<file path="src/pss_pkg.sv">
// shared constants and types for the function signature scanner
package pss_pkg;

	localparam int unsigned MAX_IMAGE_WORDS = 8388608;
	localparam int unsigned POS_W = 24;
	localparam int unsigned LEN_W = 26;
	localparam int unsigned OUT_TDATA_W = 96;

	localparam logic [31:0] BLR_WORD = 32'h4e80_0020;
	localparam logic [31:0] PRIMARY_MASK = 32'hFC00_0000;
	localparam logic [31:0] SUB_LOW_MASK = 32'h0000_003F;
	localparam logic [31:0] EXT_MASK = 32'h0000_07C0;
	localparam logic [31:0] FIELD_MASK = 32'h03FF_0000;
	localparam logic [31:0] XO_MASK = 32'h0000_07FF;
	localparam logic [31:0] SUM_HIGH_MASK = 32'hFFFE_0000;
	localparam logic [31:0] SUM_LOW_MASK = 32'h0001_FFFF;
	localparam int unsigned ROT_AMOUNT = 17;

	localparam logic [POS_W-1:0] POS_LAST = POS_W'(MAX_IMAGE_WORDS - 1);

	// primary opcodes that pick a mask
	localparam logic [5:0] OP_VEC = 6'd4;
	localparam logic [5:0] OP_MULLI = 6'd7;
	localparam logic [5:0] OP_SUBFIC = 6'd8;
	localparam logic [5:0] OP_CMPLI = 6'd10;
	localparam logic [5:0] OP_ADDIS = 6'd15;
	localparam logic [5:0] OP_GRP19 = 6'd19;
	localparam logic [5:0] OP_GRP31 = 6'd31;
	localparam logic [5:0] OP_LWZ = 6'd32;
	localparam logic [5:0] OP_FP59 = 6'd59;
	localparam logic [5:0] OP_LOADSTORE_END = 6'd56;
	localparam logic [5:0] OP_FP63 = 6'd63;

	// one finished function
	typedef struct packed {
		logic [31:0] function_address;
		logic [LEN_W-1:0] length_bytes;
		logic [31:0] signature;
		logic unterminated;
		logic ends_image;
	} pss_result_t;

endpackage

</file>
<file path="src/ppc_function_signature_scanner.sv">
// top level of the powerpc function signature scanner
//
// Takes a code image one 32-bit instruction word per transfer on the s_ side
// (s_tlast marks the image's last word) and returns one transfer on the m_
// side per function found: start address, byte length and a rotate-xor
// checksum of the masked opcode bits. m_tuser flags a function cut off by
// the end of the image, m_tlast marks a result caused by the last word.
// base_address is to be written on the cfg_ channel while the block is idle;
// the block itself does not enforce this. Timing: a word sits in the input
// register while the checksum update runs, then lands in the result register,
// which drives m_tvalid for the function that the word closes. One word is
// taken every cycle while the receiver keeps up; the rate is set by the
// combinational rotate-xor update of the running sum. When the receiver
// stalls, the result register holds and the input register fills, after
// which s_tready drops until the result leaves.
// Reset clears the scan state and base_address, and the first word after
// reset or after a last word opens a new function at offset zero.
module ppc_function_signature_scanner (
	input logic clk,
	input logic arst_n,
	input logic s_tvalid,
	output logic s_tready,
	input logic [31:0] s_tdata, // [31:0] instruction_word
	input logic s_tlast,
	output logic m_tvalid,
	input logic m_tready,
	// [31:0] function_address, [57:32] length_bytes, [89:58] signature, rest zero
	output logic [pss_pkg::OUT_TDATA_W-1:0] m_tdata,
	output logic m_tuser, // [0] unterminated
	output logic m_tlast,
	input logic cfg_valid,
	output logic cfg_ready,
	input logic [31:0] cfg_data
);
	import pss_pkg::*;

	logic [31:0] base_address_q;
	logic in_valid_s1;
	logic [31:0] in_word_s1;
	logic in_last_s1;
	logic core_ready;
	logic core_valid;
	pss_result_t core_res;

	assign cfg_ready = 1'b1;

	always_ff @(posedge clk or negedge arst_n) begin
		if (!arst_n) begin
			base_address_q <= '0;
		end else if (cfg_valid && cfg_ready) begin
			base_address_q <= cfg_data;
		end
	end

	assign s_tready = !in_valid_s1 || core_ready;

	always_ff @(posedge clk or negedge arst_n) begin
		if (!arst_n) begin
			in_valid_s1 <= 1'b0;
		end else if (s_tready) begin
			in_valid_s1 <= s_tvalid;
		end
	end

	always_ff @(posedge clk) begin
		if (s_tvalid && s_tready) begin
			in_word_s1 <= s_tdata;
			in_last_s1 <= s_tlast;
		end
	end

	pss_scan_core u_core (
		.clk(clk),
		.arst_n(arst_n),
		.base_address(base_address_q),
		.item_valid(in_valid_s1),
		.item_word(in_word_s1),
		.item_last(in_last_s1),
		.item_ready(core_ready),
		.res_valid(core_valid),
		.res_ready(m_tready),
		.res(core_res)
	);

	assign m_tvalid = core_valid;
	assign m_tdata = {6'd0, core_res.signature, core_res.length_bytes,
		core_res.function_address};
	assign m_tuser = core_res.unterminated;
	assign m_tlast = core_res.ends_image;

	// an unterminated function can only come from the image's last word
	a_unterm_last: assert property (@(posedge clk) disable iff (!arst_n)
		m_tvalid && m_tuser |-> m_tlast)
		else $error("unterminated result without last");

	// every function holds at least one word
	a_len_nonzero: assert property (@(posedge clk) disable iff (!arst_n)
		m_tvalid |-> m_tdata[57:32] != '0)
		else $error("zero length result");

	// backpressure on the input only while the input register is occupied
	a_ready_full: assert property (@(posedge clk) disable iff (!arst_n)
		!s_tready |-> in_valid_s1 && m_tvalid && !m_tready)
		else $error("input stalled without a full pipeline");

endmodule

</file>
<file path="src/pss_opcode_mask.sv">
// reduces one instruction word to its opcode bits
module pss_opcode_mask (
	input logic [31:0] word,
	output logic [31:0] opcode_bits
);
	import pss_pkg::*;

	logic [5:0] primary;
	logic [31:0] sub;
	logic [31:0] ext;
	logic [5:0] low6;

	assign primary = word[31:26];
	assign low6 = word[5:0];

	always_comb begin
		sub = '0;
		ext = '0;
		if (primary == OP_VEC) begin
			sub = word & SUB_LOW_MASK;
			if (low6 == 6'd0 || low6 == 6'd8 || low6 == 6'd16 || low6 == 6'd21
				|| low6 == 6'd22) begin
				ext = word & EXT_MASK;
			end
		end else if (primary == OP_MULLI || primary == OP_SUBFIC
			|| (primary >= OP_CMPLI && primary <= OP_ADDIS)) begin
			sub = word & FIELD_MASK;
		end else if (primary == OP_GRP19 || primary == OP_GRP31 || primary == OP_FP63) begin
			sub = word & XO_MASK;
		end else if (primary == OP_FP59) begin
			sub = word & SUB_LOW_MASK;
			if (low6 < 6'd16) begin
				ext = word & EXT_MASK;
			end
		end else if (primary >= OP_LWZ && primary < OP_LOADSTORE_END) begin
			sub = word & FIELD_MASK;
		end
	end

	assign opcode_bits = (word & PRIMARY_MASK) | sub | ext;

endmodule

</file>
<file path="src/pss_scan_core.sv">
// scan state, checksum update and result register
module pss_scan_core (
	input logic clk,
	input logic arst_n,
	input logic [31:0] base_address,
	input logic item_valid,
	input logic [31:0] item_word,
	input logic item_last,
	output logic item_ready,
	output logic res_valid,
	input logic res_ready,
	output pss_pkg::pss_result_t res
);
	import pss_pkg::*;

	logic scan_mode_q;
	logic [31:0] running_sum_q;
	logic [POS_W-1:0] word_position_q;
	logic [POS_W-1:0] start_position_q;
	logic res_valid_q;
	pss_result_t res_q;

	logic fire;
	logic is_blr;
	logic mode_open;
	logic emit;
	logic [31:0] sum_base;
	logic [31:0] sum_rot;
	logic [31:0] sum_next;
	logic [31:0] op_bits;
	logic [POS_W-1:0] start_eff;
	logic [POS_W-1:0] span;
	logic [POS_W-1:0] words;
	pss_result_t res_next;

	pss_opcode_mask u_mask (
		.word(item_word),
		.opcode_bits(op_bits)
	);

	assign item_ready = !res_valid_q || res_ready;
	assign fire = item_valid && item_ready;

	assign is_blr = (item_word == BLR_WORD);
	// a nonzero word reopens a function while skipping
	assign mode_open = scan_mode_q || (item_word != '0);
	assign sum_base = scan_mode_q ? running_sum_q : '0;
	assign start_eff = scan_mode_q ? start_position_q : word_position_q;
	assign sum_rot = ((sum_base << ROT_AMOUNT) & SUM_HIGH_MASK)
		| ((sum_base >> (32 - ROT_AMOUNT)) & SUM_LOW_MASK);
	assign sum_next = sum_rot ^ op_bits;
	assign emit = mode_open && (is_blr || item_last);

	assign span = word_position_q - start_eff;
	// the word count stays within POS_W bits, so the x4 length fits LEN_W without wrapping
	assign words = span + POS_W'(1);

	always_comb begin
		res_next.function_address = base_address + {6'd0, start_eff, 2'b00};
		res_next.length_bytes = {words, 2'b00};
		res_next.signature = sum_next;
		res_next.unterminated = !is_blr;
		res_next.ends_image = item_last;
	end

	always_ff @(posedge clk or negedge arst_n) begin
		if (!arst_n) begin
			scan_mode_q <= 1'b1;
			running_sum_q <= '0;
			word_position_q <= '0;
			start_position_q <= '0;
		end else if (fire) begin
			if (item_last) begin
				scan_mode_q <= 1'b1;
				running_sum_q <= '0;
				word_position_q <= '0;
				start_position_q <= '0;
			end else begin
				scan_mode_q <= mode_open && !emit;
				if (mode_open) begin
					running_sum_q <= sum_next;
				end
				start_position_q <= start_eff;
				if (word_position_q < POS_LAST) begin
					word_position_q <= word_position_q + POS_W'(1);
				end
			end
		end
	end

	always_ff @(posedge clk or negedge arst_n) begin
		if (!arst_n) begin
			res_valid_q <= 1'b0;
		end else if (fire) begin
			res_valid_q <= emit;
		end else if (res_ready) begin
			res_valid_q <= 1'b0;
		end
	end

	always_ff @(posedge clk) begin
		if (fire && emit) begin
			res_q <= res_next;
		end
	end

	assign res_valid = res_valid_q;
	assign res = res_q;

endmodule

</file>
<file path="config.mk">
export PLATFORM = sky130hd
export DESIGN_NAME = ppc_function_signature_scanner
export DESIGN_NICKNAME = d
export VERILOG_FILES = /design/src/pss_pkg.sv /design/src/ppc_function_signature_scanner.sv /design/src/pss_opcode_mask.sv /design/src/pss_scan_core.sv
export SDC_FILE = /design/constraint.sdc
export NUM_CORES = 1
export LEC_CHECK = 0
export ABC_AREA = 1
export BUFFER_PORTS_ARGS = -buffer_cell sky130_fd_sc_hd__buf_2
export CORE_MARGIN = 2
export CORE_UTILIZATION = 45
export CTS_BUF_LIST = sky130_fd_sc_hd__clkbuf_4
export DETAILED_ROUTE_END_ITERATION = 16
export GPL_TIMING_DRIVEN = 0
export PLACE_DENSITY = 0.68
export SYNTH_ARGS = -nofsm -noshare
export SYNTH_HDL_FRONTEND = slang
export SYNTH_SLANG_ARGS = --single-unit
export TNS_END_PERCENT = 1
</file>
<file path="constraint.sdc">
create_clock -name clk -period 10.3 [get_ports clk]
set_clock_uncertainty 0.15 [all_clocks]
set_input_delay 0.515 -clock clk [delete_from_list [all_inputs] [get_ports clk]]
set_output_delay 0.515 -clock clk [all_outputs]
set_load 0.01 [all_outputs]
</file>
==> results of run 1 <==
## cell type report
type / instances / area share (%)
Buffer: 47 / 1.55
Timing Repair Buffer: 231 / 9.33
Tap cell: 390 / 2.93
Clock inverter: 12 / 0.466
Multi-Input combinational cell: 1152 / 36.4
Inverter: 216 / 4.89
Clock buffer: 109 / 4.92
Antenna cell: 1 / 0.0150
Sequential cell: 238 / 39.5
## report_power, final
| group | switching, mW | internal, mW | total [mW] |
|---|---|---|---|
| logic | 0.672 | 0.347 | 1.02 |
| clock network | 0.435 | 0.484 | 0.919 |
| registers | 0.0541 | 1.17 | 1.22 |
## worst reg2reg max path, cell delays in order, from the launching register on
cell      delay [ps]
dfstp_2          510
buf_2            190
clkbuf_1         400
buf_1            500
nand2_1           90
o21ai_0          270
inv_1            290
ha_1             350
inv_1             40
ha_1             240
fa_1             510
nand3_1          110
nand2_1          160
nand2_1          110
o211ai_1         140
nand2_1          100
nand2_1           60
xor2_1           150
## flip-flops by register name, summed over array words and instances (netlist names)
name                     flops
in_word_s1                  32
u_core.res                  90
in_valid_s1                  1
in_last_s1                   1
u_core.running_sum_q        32
base_address_q              32
u_core.res_valid             1
u_core.word_position_q      24
u_core.start_position_q     24
u_core.scan_mode_q           1
## cells by family (layout without fill, tap and decap cells)
kind of cell               after synthesis  after routing  share of synthesized area [%]
and+or+nand+nor                        817            817                           24.6
buffers and inverters                  263            615                           7.81
DFF                                    238            238                           48.1
AOI/OAI and AO/OA                      173            173                           7.16
adders and majority gates               72             72                           6.70
xor gates and xnor gates                56             56                           3.59
muxes                                   25             25                           2.06
other                                    2             10                         0.0549
## how the worst min path moves through the flow
stage                                  end         startpoint  cells after the start  slack [ps]
2_1_floorplan            base_address_q[0]             arst_n                      0          70
3_3_place_gp                u_core.res[60]  base_address_q[0]                      0         280
3_5_place_dp                u_core.res[61]  base_address_q[1]                      0         290
4_1_cts        u_core.start_position_q[20]             arst_n                      2         170
5_1_grt          u_core.word_position_q[6]             arst_n                      2         200
6_report         u_core.word_position_q[6]             arst_n                      2         170
## stage by stage
stage,cells,power (mW)
floorplan,1653,1.90
global placement,2203,2.21
detailed placement,2205,2.23
CTS,2395,3.18
global route,2396,3.37
finish,2396,3.16
## layer usage
metal  part of all wire, %  vias to the layer above
li1                      -                     5996
met1                    44                     5763
met2                    47                      411
met3                   6.9                       69
met4                   2.4                        0
met5                     0                        -
## what timing repair did
| item | in CTS | in global routing |
|---|---|---|
| endpoints found under the hold margin | 115 | 0 |
| setup buffers | 0 | 0 |
| setup endpoints to repair | 0 | 0 |
| gates resized for setup | 0 | 0 |
| hold buffers | 69 | 0 |
## cells in the final DEF, fill, tap and decap left out, types with 24 or more instances in the layout
master         netlist  final
clkbuf_4             0    109
nor2_1             142    142
nand3_1            115    115
mux2_2              25     25
o22ai_1             24     24
xor2_1              46     46
ha_1                70     70
edfxtp_1           123    123
dlygate4sd3_1        0     69
dfrtp_1            114    114
nand2_1            503    503
inv_1              211    210
a21oi_1             54     54
buf_2                8    167
o21ai_0             66     66
==> results.txt, run 1 <==
kind of critical path -> reg2reg
Hold Path Class -> in2async
post-synth top area share -> 27.0%
Syn Std Cell Area -> 13700 um^2
Sequential Area -> 6570 um^2
area of the core -> 29800 um^2
port bufs -> 160
htree depth -> 3
WP buf/inv -> 5
drt initial violations -> 823
fin crit period -> 4640 ps
Total Routing Usage GR -> 24.2%
Worst R2R Setup Slack -> 5660 ps
DRC viols -> 0
worst rel slew slack -> 14.5%
drt total wl -> 37.9 mm
clk buf depth -> 3
worst-margin pin slew -> 1280 ps
initial antenna violation count -> 1
pin count of the biggest net entering global routing -> 68
Worst-path clk slew -> 70 ps
Post-DRT Antenna Nets -> 0
ys flop type -> edfxtp_1
GR Util met1 -> 31.5%
Top Usage Layer GRT -> met2
reg-to-reg endpoint -> u_core.res[53]
status -> finished, final reports clean
Avg Inst Size Synth -> 8.31 um^2
synth top area cells -> edfxtp_1 (27%), dfrtp_1 (21%), nand2_1 (14%), ha_1 (6.4%), inv_1 (5.8%)
fin crit share -> 45.1%
Worst Setup EP -> u_core.res[53]
RSZ-0062 raised after global routing -> no
final hold slack -> 174 ps
crit path launch -> u_core.scan_mode_q
Pwr Density -> 190 nW/um^2
Via-to-Cell Ratio -> 5.11
hpwl dp -> 27.8 mm
Area growth syn-to-layout -> 21.7%
startpoint types -> flop
routed len/inst -> 15.8 um
CTS Buf Count -> 67
crit path max-delay cell type -> dfstp_2
Clk Tree Root Cell -> clkbuf_4
sequential area share after synthesis -> 48.1%
layout cell share with drive strength beyond 1 -> 17.4%
first-pass GRT wire length -> 60.0 mm
worst path cell trace -> buf_2 -> clkbuf_1 -> buf_1 -> nand2_1 -> o21ai_0 -> inv_1 -> ha_1 -> inv_1 -> ha_1 -> fa_1 -> nand3_1 -> nand2_1 -> nand2_1 -> o211ai_1 -> nand2_1 -> nand2_1 -> xor2_1
EDFF count, synth -> 123
area taken by multi-input logic gates -> 6060 um^2
VDD IR-drop max -> 0.0000947 V
Setup TNS -> 0 ps
Mapped Cells -> 1646
WP data required -> 10590 ps
met2 Track Usage GR -> 39.9%
final slew viol count -> 0
setup violators final -> 0
via count -> 12200
Max-Cap Viols -> 0
number of nets in the layout -> 2095
reg2reg start -> u_core.scan_mode_q
count of cell types in the netlist -> 43
final hold violation count -> 0
CTS Sinks -> 238
CTS tree -> built
gpl congestion -> 0.949
Placement Rows -> 63
die span in y -> 178 um
critical path's largest stage delay -> 510 ps
grt ovf -> 0
pre-CTS WS -> 5700 ps
DP Area -> 15100 um^2
Ys Warns -> 0
area leader, netlist -> edfxtp_1
Top Ports -> 171
final instance area -> 16600 um^2
Worst R2R Path Depth -> 17
crit path DAT -> 4930 ps
number of global-route vias before repair -> 12000
Crit Path Max Fanout -> 10
Synth top cells by count -> nand2_1 (503), inv_1 (211), nor2_1 (142), edfxtp_1 (123), nand3_1 (115)
Die ar. -> 31800 um^2
P_leak -> 8.32 nW
fraction of registers with async set/reset -> 48.3%
#FFs+latches synth -> 238
Starting Density -> 45.9%
met3 Usage GRT -> 4.92%
Top cell by count, worst path -> nand2_1
Top Family by Delay on Critical Path -> buffers and inverters
fmax -> 0.215 GHz
Setup WS post-layout -> 5660 ps
die span in x -> 178 um
WP depth -> 17
clock latency on the worst-skew pair -> 730 ps
FILL cells -> 2800
most frequent cell after synthesis -> nand2_1
post-layout util -> 55.9%
DR pass1 iterations -> 8
CP Capture Type -> flop
Power figures use the tool's default switching activity.
==> run 2, diff against run 1 <==
--- a/config.mk
+++ b/config.mk
@@ -12,7 +12,7 @@
 export CTS_BUF_LIST = sky130_fd_sc_hd__clkbuf_4
 export DETAILED_ROUTE_END_ITERATION = 16
 export GPL_TIMING_DRIVEN = 0
-export PLACE_DENSITY = 0.68
+export PLACE_DENSITY = 0.71
 export SYNTH_ARGS = -nofsm -noshare
 export SYNTH_HDL_FRONTEND = slang
 export SYNTH_SLANG_ARGS = --single-unit
==> constraint.sdc (replaced) <==
create_clock -name clk -period 4.22 [get_ports clk]
set_clock_uncertainty 0.15 [all_clocks]
set_input_delay 0.211 -clock clk [delete_from_list [all_inputs] [get_ports clk]]
set_output_delay 0.211 -clock clk [all_outputs]
set_load 0.01 [all_outputs]
==> run 2 against run 1 <==
Non-clock buffer count up 22. Flip-flop and latch count is the same. Critical path type unchanged. Worst hold slack got worse by 150 ps. Cell count increased by 0.71%. Maximum frequency increased by 16%.
==> results.txt, run 2 (synthesis gave the netlist of run 1 again) <==
status -> finished, final reports clean
Setup WS post-layout -> 210 ps (-5450 ps)
port bufs -> 160 (unchanged)
setup violators final -> 0 (unchanged)
drt total wl -> 38.8 mm (+2.4%)
die span in y -> 178 um (unchanged)
Hold Path Class -> in2reg
worst-margin pin slew -> 1320 ps (+35.0 ps)
DR pass1 iterations -> 8 (unchanged)
pin count of the biggest net entering global routing -> 89 (+31%)
first-pass GRT wire length -> 61.5 mm (+2.4%)
Top Ports -> 171 (unchanged)
WP data required -> 4490 ps (-6100 ps)
WP buf/inv -> 5 (unchanged)
fin crit period -> 4010 ps (-632 ps)
critical path's largest stage delay -> 510 ps (about the same)
most common cell after layout, fill and taps aside -> nand2_1
Int Power -> 4.88 mW (+140%)
max reg flops -> 90 (unchanged)
Worst-path clk slew -> 70 ps (about the same)
CTS Buf Count -> 66 (-1.5%)
CTS Sinks -> 238 (unchanged)
initial antenna violation count -> 1 (unchanged)
Clk Tree Root Cell -> clkbuf_4
RSZ-0062 raised after global routing -> no
die span in x -> 178 um (unchanged)
kind of critical path -> reg2reg
final instance area -> 16900 um^2 (+1.3%)
Total Routing Usage GR -> 24.7% (+0.54 points)
clk buf depth -> 3 (unchanged)
VDD IR-drop max -> 0.000331 V (+250%)
Starting Density -> 45.9% (unchanged)
worst rel slew slack -> 12.2% (-2.3 points)
Area growth syn-to-layout -> 23.2%
DP Area -> 15100 um^2 (unchanged)
worst path cell trace -> buf_2 -> clkbuf_2 -> clkbuf_4 -> nand2_1 -> o21ai_2 -> inv_1 -> ha_1 -> inv_1 -> ha_1 -> fa_1 -> nand3_1 -> nand2_1 -> nand2_1 -> o211ai_1 -> nand2_1 -> nand2_1 -> xor2_1
P_leak -> 8.41 nW (+1.1%)
highest-count cells in the layout ignoring fill and taps -> nand2_1 (503), inv_1 (210), buf_2 (167), nor2_1 (142), edfxtp_1 (123)
CTS tree -> built
Comb pwr share -> 32.9% (+0.6 points)
Top Usage Layer GRT -> met2
Seq pwr share -> 38.6% (about the same)
fmax -> 0.249 GHz (+16%)
via count -> 12400 (+1.3%)
clock latency on the worst-skew pair -> 720 ps (about the same)
drt initial violations -> 960 (+17%)
routed len/inst -> 16.1 um (+1.6%)
crit path DAT -> 4280 ps (-650 ps)
GR Util met1 -> 32.0% (+0.51 points)
gpl congestion -> 0.943 (-0.59%)
met3 Usage GRT -> 4.22% (-0.70 points)
crit path max-delay cell type -> dfstp_2
startpoint types -> flop
htree depth -> 3 (unchanged)
number of global-route vias before repair -> 12200 (+1.3%)
Max-Cap Viols -> 0 (unchanged)
area of the core -> 29800 um^2 (unchanged)
final hold slack -> 22.9 ps (-151 ps)
fin crit share -> 95.0% (+50 points)
overall power -> 7.71 mW (+140%)
hpwl dp -> 27.8 mm (about the same)
switch share -> 36.7% (-0.042 points)
Top cell by count, worst path -> nand2_1
met2 Track Usage GR -> 42.2% (+2.3 points)
Setup TNS -> 0 ps (unchanged)
NetSw -> 2.83 mW (+140%)
grt ovf -> 0 (unchanged)
final slew viol count -> 0 (unchanged)
Pwr Density -> 457 nW/um^2 (+140%)
Clk pwr share -> 28.5% (-0.6 points)
number of nets in the layout -> 2116 (+1.0%)
Die ar. -> 31800 um^2 (unchanged)
CP Capture Type -> flop
final hold violation count -> 0 (unchanged)
Post-DRT Antenna Nets -> 0 (unchanged)
pre-CTS WS -> -357 ps (-6060 ps)
Placement Rows -> 63 (unchanged)
Crit Path Max Fanout -> 10 (unchanged)
Via-to-Cell Ratio -> 5.14 (+0.59%)
DRC viols -> 0 (unchanged)
layout cell share with drive strength beyond 1 -> 17.2% (-0.25 points)
Top Family by Delay on Critical Path -> adder cells
-- run 2: cell type report --
type | count | area, um^2
tap | 390 | 488
fill | 2684 | 12900
timing repair buffer | 253 | 1780
clock inverter | 16 | 111
clock buffer | 100 | 751
buffer | 47 | 268
antenna | 1 | 2.50
inverter | 216 | 813
multi-input combinational | 1152 | 6060
sequential | 238 | 6570
-- run 2: repair_timing --
| item | CTS | global route |
|---|---|---|
| gates cloned | 0 | 0 |
| setup endpoints to repair | 18 | 12 |
| hold buffers | 91 | 0 |
| buffers inserted | 0 | 0 |
| pin swaps | 0 | 0 |
| hold endpoints to repair | 183 | 0 |
| resized for setup | 3 | 7 |
-- run 2: stage by stage --
stage | instances | util, %
detailed placement | 2205 | 50.5
global route | 2413 | 56.6
global placement | 2203 | 50.3
floorplan | 1653 | -
CTS | 2412 | 56.5
finish | 2413 | 56.6
-- run 2: power groups by stage --
stage | combinational, mW | clock (mW) | sequential (mW)
floorplan | 1.59 | 0 | 3.05
detailed placement | 2.41 | 0 | 3.02
global placement | 2.37 | 0 | 3.02
global route | 2.83 | 2.37 | 3.01
CTS | 2.51 | 2.24 | 2.98
finish | 2.54 | 2.19 | 2.98
-- run 2: final timing paths --
path                                    start            endpoint  slack [ps]  cells past startpoint
setup / recovery           u_core.scan_mode_q      u_core.res[53]         210                     17
hold / removal                      cfg_valid  base_address_q[14]          20                      2
setup reg to reg           u_core.scan_mode_q      u_core.res[53]         210                     17
hold reg to reg             base_address_q[0]      u_core.res[60]         320                      0
max in group asynchronous              arst_n  u_core.scan_mode_q        2990                      4
min in group asynchronous              arst_n   base_address_q[4]         410                      4
-- run 2: routing by layer --
| layer | vias up | part of all wire [%] |
|---|---|---|
| met3 | 80 | 6.2 |
| met4 | 0 | 2.5 |
| met2 | 429 | 48 |
| met1 | 5850 | 43 |
| met5 | - | 0 |
| li1 | 6039 | - |
